File: config.mk
export PLATFORM = sky130hd
export DESIGN_NAME = cdst_fifo
export DESIGN_NICKNAME = d
export VERILOG_FILES = /design/src/rtl/cdst_fifo.sv
export SDC_FILE = /design/constraint.sdc
export NUM_CORES = 1
export LEC_CHECK = 0
export ABC_AREA = 1
export BUFFER_PORTS_ARGS = -buffer_cell sky130_fd_sc_hd__buf_2
export CELL_PAD_IN_SITES_DETAIL_PLACEMENT = 1
export CELL_PAD_IN_SITES_GLOBAL_PLACEMENT = 2
export CORE_ASPECT_RATIO = 1.4
export CORE_UTILIZATION = 29
export CTS_CLUSTER_DIAMETER = 200
export DETAILED_ROUTE_END_ITERATION = 8
export GPL_TIMING_DRIVEN = 0
export PLACE_DENSITY_LB_ADDON = 0.1
export SYNTH_ARGS = -nofsm -noshare
export SYNTH_HDL_FRONTEND = slang
export SYNTH_SLANG_ARGS = --single-unit
File: constraint.sdc
create_clock -name aclk -period 1.2 [get_ports aclk]
set_clock_uncertainty 0.05 [all_clocks]
set_input_delay 0.24 -clock aclk [delete_from_list [all_inputs] [get_ports aclk]]
set_output_delay 0.24 -clock aclk [all_outputs]
set_load 0.02 [all_outputs]
File: src/rtl/cdst_fifo.sv
// short register queue between the request front end and the directory back end
`default_nettype none
module cdst_fifo #(
    parameter int WIDTH = 8,
    parameter int DEPTH = 2
) (
    input  wire logic             aclk,
    input  wire logic             aresetn,
    input  wire logic             push,
    input  wire logic [WIDTH-1:0] push_data,
    input  wire logic             pop,
    output logic      [WIDTH-1:0] pop_data,
    output logic                  full,
    output logic                  empty
);
    localparam int PTR_W = (DEPTH > 1) ? $clog2(DEPTH) : 1;
    localparam int CNT_W = $clog2(DEPTH + 1);

    logic [WIDTH-1:0] mem_reg [DEPTH];
    logic [PTR_W-1:0] wr_ptr_reg, wr_ptr_next;
    logic [PTR_W-1:0] rd_ptr_reg, rd_ptr_next;
    logic [CNT_W-1:0] count_reg, count_next;

    assign full     = (count_reg == CNT_W'(DEPTH));
    assign empty    = (count_reg == '0);
    assign pop_data = mem_reg[rd_ptr_reg];

    always_comb begin
        wr_ptr_next = wr_ptr_reg;
        rd_ptr_next = rd_ptr_reg;
        count_next  = count_reg;
        if (push) begin
            wr_ptr_next = (wr_ptr_reg == PTR_W'(DEPTH - 1)) ? '0 : wr_ptr_reg + PTR_W'(1);
        end
        if (pop) begin
            rd_ptr_next = (rd_ptr_reg == PTR_W'(DEPTH - 1)) ? '0 : rd_ptr_reg + PTR_W'(1);
        end
        if (push && !pop) begin
            count_next = count_reg + CNT_W'(1);
        end else if (pop && !push) begin
            count_next = count_reg - CNT_W'(1);
        end
    end

    always_ff @(posedge aclk) begin
        if (!aresetn) begin
            wr_ptr_reg <= '0;
            rd_ptr_reg <= '0;
            count_reg  <= '0;
        end else begin
            wr_ptr_reg <= wr_ptr_next;
            rd_ptr_reg <= rd_ptr_next;
            count_reg  <= count_next;
        end
    end

    always_ff @(posedge aclk) begin
        if (push) begin
            mem_reg[wr_ptr_reg] <= push_data;
        end
    end

endmodule
`default_nettype wire

==> qor.csv <==
stage,metric,value,unit
route,# DRC,0,
clocking,CTS Root Cell,clkbuf_4,
route,final WL,1290,µm
worst_setup_path,startpoint types,flip-flop,
worst_setup_path,Crit Path Class,reg -> out,
synthesis,top post-synthesis cells by count,"edfxtp_1, inv_1, mux2_2",
die,die area,0.00299,mm²
die,Top Ports,22,
synthesis,Yosys reg bits,21,
timing,Max Clock Freq,0.660,GHz
finish,P&R area growth vs syn,37.8,%
route,routed len/inst,10.8,µm
synthesis,post-synth top area share,0.597,
timing,Slew HR,0.711,
synthesis,Syn Area/Cell,13.9,µm²
worst_setup_path,Worst R2R Setup Slack,0.09,ns
timing,crit path time final,1.51,ns
finish,Multi-input gate area,228,µm²
power,Pleak,0.472,nW
die,die height,64.3,µm
grt,gr ovfl total,0,
placement,Inst Count DP,115,
worst_hold_path,worst hold endpoint,mem_reg[1][5],
worst_setup_path,crit-path cells,"buf_8, mux2_4, buf_6",
grt,number of global-route vias before repair,504,
clocking,CTS tree,built,
route,Antenna Nets Post-Route,0,
timing,Setup-failing EPs final,9,
timing,Fin Setup TNS,-2.45,ns
synthesis,Post-synth EDFFs,16,
timing,Max Slew Vio Count,0,
timing,"Hold Vio Cnt, Final",0,
worst_setup_path,Worst R2R Start,wr_ptr_reg,
worst_setup_path,"critical path fanouts, max",8,
synthesis,most common cell in the netlist,edfxtp_1,
placement,port bufs,21,
finish,share of cells above drive strength 1,0.512,
clocking,maximum clock path buffer count,2,
worst_setup_path,Worst Path Arrival,1.22,ns
power,total power,1.48,mW
timing,post-route setup slack,-0.315,ns
synthesis,top_reg_cell synth,edfxtp_1,
die,Die W,46.5,µm
placement,gpl congestion,0.621,
power,power density cells,1340,mW/mm²
timing,RSZ-0062 raised after global routing,true,
worst_setup_path,element type at the critical path end,output pin,
synthesis,Yosys top cell by area,edfxtp_1,
worst_setup_path,"Largest stage delay, worst path",0.35,ns
worst_setup_path,WP data required,0.91,ns
clocking,Worst-path clk slew,0.11,ns
finish,Post-Layout Cell Count,120,
placement,Post-Place Setup Slack,-0.219,ns
worst_setup_path,worst reg-to-reg path cell count,1,
finish,FF+latch area,589,µm²
synthesis,largest cells by area after synthesis,"edfxtp_1, dfxtp_1, mux2_2, inv_1, nor2_1",
clocking,Skew-Pair Late Insertion Delay,0.29,ns
clocking,Post-CTS Hold Buffers,0,
die,Initial Util,0.308,
finish,nets@finish,98,
outcome,outcome,"finished, violations left",
synthesis,post-synthesis async set-or-reset flop share,0,
grt,initial antenna violation count,0,
power,Max VDD drop,604,µV
worst_hold_path,Hold WC Path Type,in -> reg,
clocking,CTS H-tree lvls,1,
outcome,failing checks,setup timing,
timing,worst-margin pin slew,0.432,ns
grt,first-pass GRT wire length,2070,µm
finish,max reg flops,16,
finish,# fillers,282,
grt,largest net degree at the start of global routing,12,
timing,fin crit share,1.26,
route,number of DRC markers in iteration 0,5,
synthesis,synth unique cells,16,
synthesis,Ys Warns,0,
route,Vias/cell,4.12,
synthesis,area of the mapped netlist,805,µm²
worst_setup_path,"CP delay by family, top",flip-flops,
job,max_cap viols,0,
worst_hold_path,hold depth,1,
route,DRT Pass-1 Iters,2,
worst_setup_path,CP max stage cell,dfxtp_2,
worst_setup_path,Buffers & Inverters on Critical Path,2,
worst_hold_path,hold path startpoint,push_data[5],
grt,GRT Total Usage,0.0983,
synthesis,syn_nets,71,
die,row count,22,
route,via count,494,
clocking,CTS buffer count,3,
worst_setup_path,FF-to-FF End,mem_reg[0][4],
finish,# diodes,0,
die,Core ar.,0.00262,mm²
synthesis,Cells after Synth,58,
clocking,Clock Sinks,21,
placement,hpwl dp,906,µm
synthesis,"Seq/Total Area, Yosys",0.722,
-- cells in the final DEF (no fill, tap or decap), types with 3 or more instances in the layout --
cell and n:
inv_1 7, mux2_4 8, buf_2 11, edfxtp_1 16, nor2_1 4, clkbuf_4 3, nand2_1 4, buf_6 9
-- routing by layer --
metal	vias up	part of all wire	GRT usage
met5	-	0	0
met3	0	0.048	0.0282
li1	248	-	-
met2	10	0.57	0.168
met4	0	0	0.0441
met1	236	0.38	0.105
-- timing repair --
item                                    CTS  global route
resized for setup                        39             1
setup buffers                             1             0
endpoints found under the setup margin   18            10
cloned                                    0             0
pin swaps                                 0             1
-- area by class of cell --
type	instances	share of cell area
sequential	21	0.532
timing repair buffer	22	0.155
inverter	9	0.0305
tap	36	0.0406
clock buffer	4	0.0237
multi-input combinational	27	0.205
buffer	1	0.0135
-- cell families after synthesis --
kind of cell               Yosys count  synth area share
and+or+nand+nor                     15            0.0793
muxes                                8             0.112
AOI/OAI and AO/OA                    2            0.0124
adders and majority gates            1            0.0155
DFF                                 21             0.722
xor gates and xnor gates             1            0.0109
buffers and inverters               10            0.0482
-- where the power goes --
part           switching (mW)  internal (mW)
Clock                   0.185          0.129
Combinational           0.146          0.164
Sequential             0.0241          0.834
Total                   0.356           1.13
-- through the flow --
step / hold slack [ns] / utilization / area (µm²)
floorplan: 0.289 / - / 805
global placement: 0.379 / 0.365 / 955
detailed placement: 0.384 / 0.365 / 955
CTS: 0.0690 / 0.423 / 1110
global route: 0.0589 / 0.424 / 1110
finish: 0.0833 / 0.424 / 1110
-- how the worst max path moves through the flow --
stage,start,cells after the start,endpoint
global placement,push,3,mem_reg[0][2]
detailed placement,push,3,mem_reg[0][2]
floorplan,flip-flop,2,pop_data[0]
finish,flip-flop,3,pop_data[1]
global route,flip-flop,3,pop_data[1]
CTS,flip-flop,3,pop_data[1]
(Power assumes the default switching activity.)
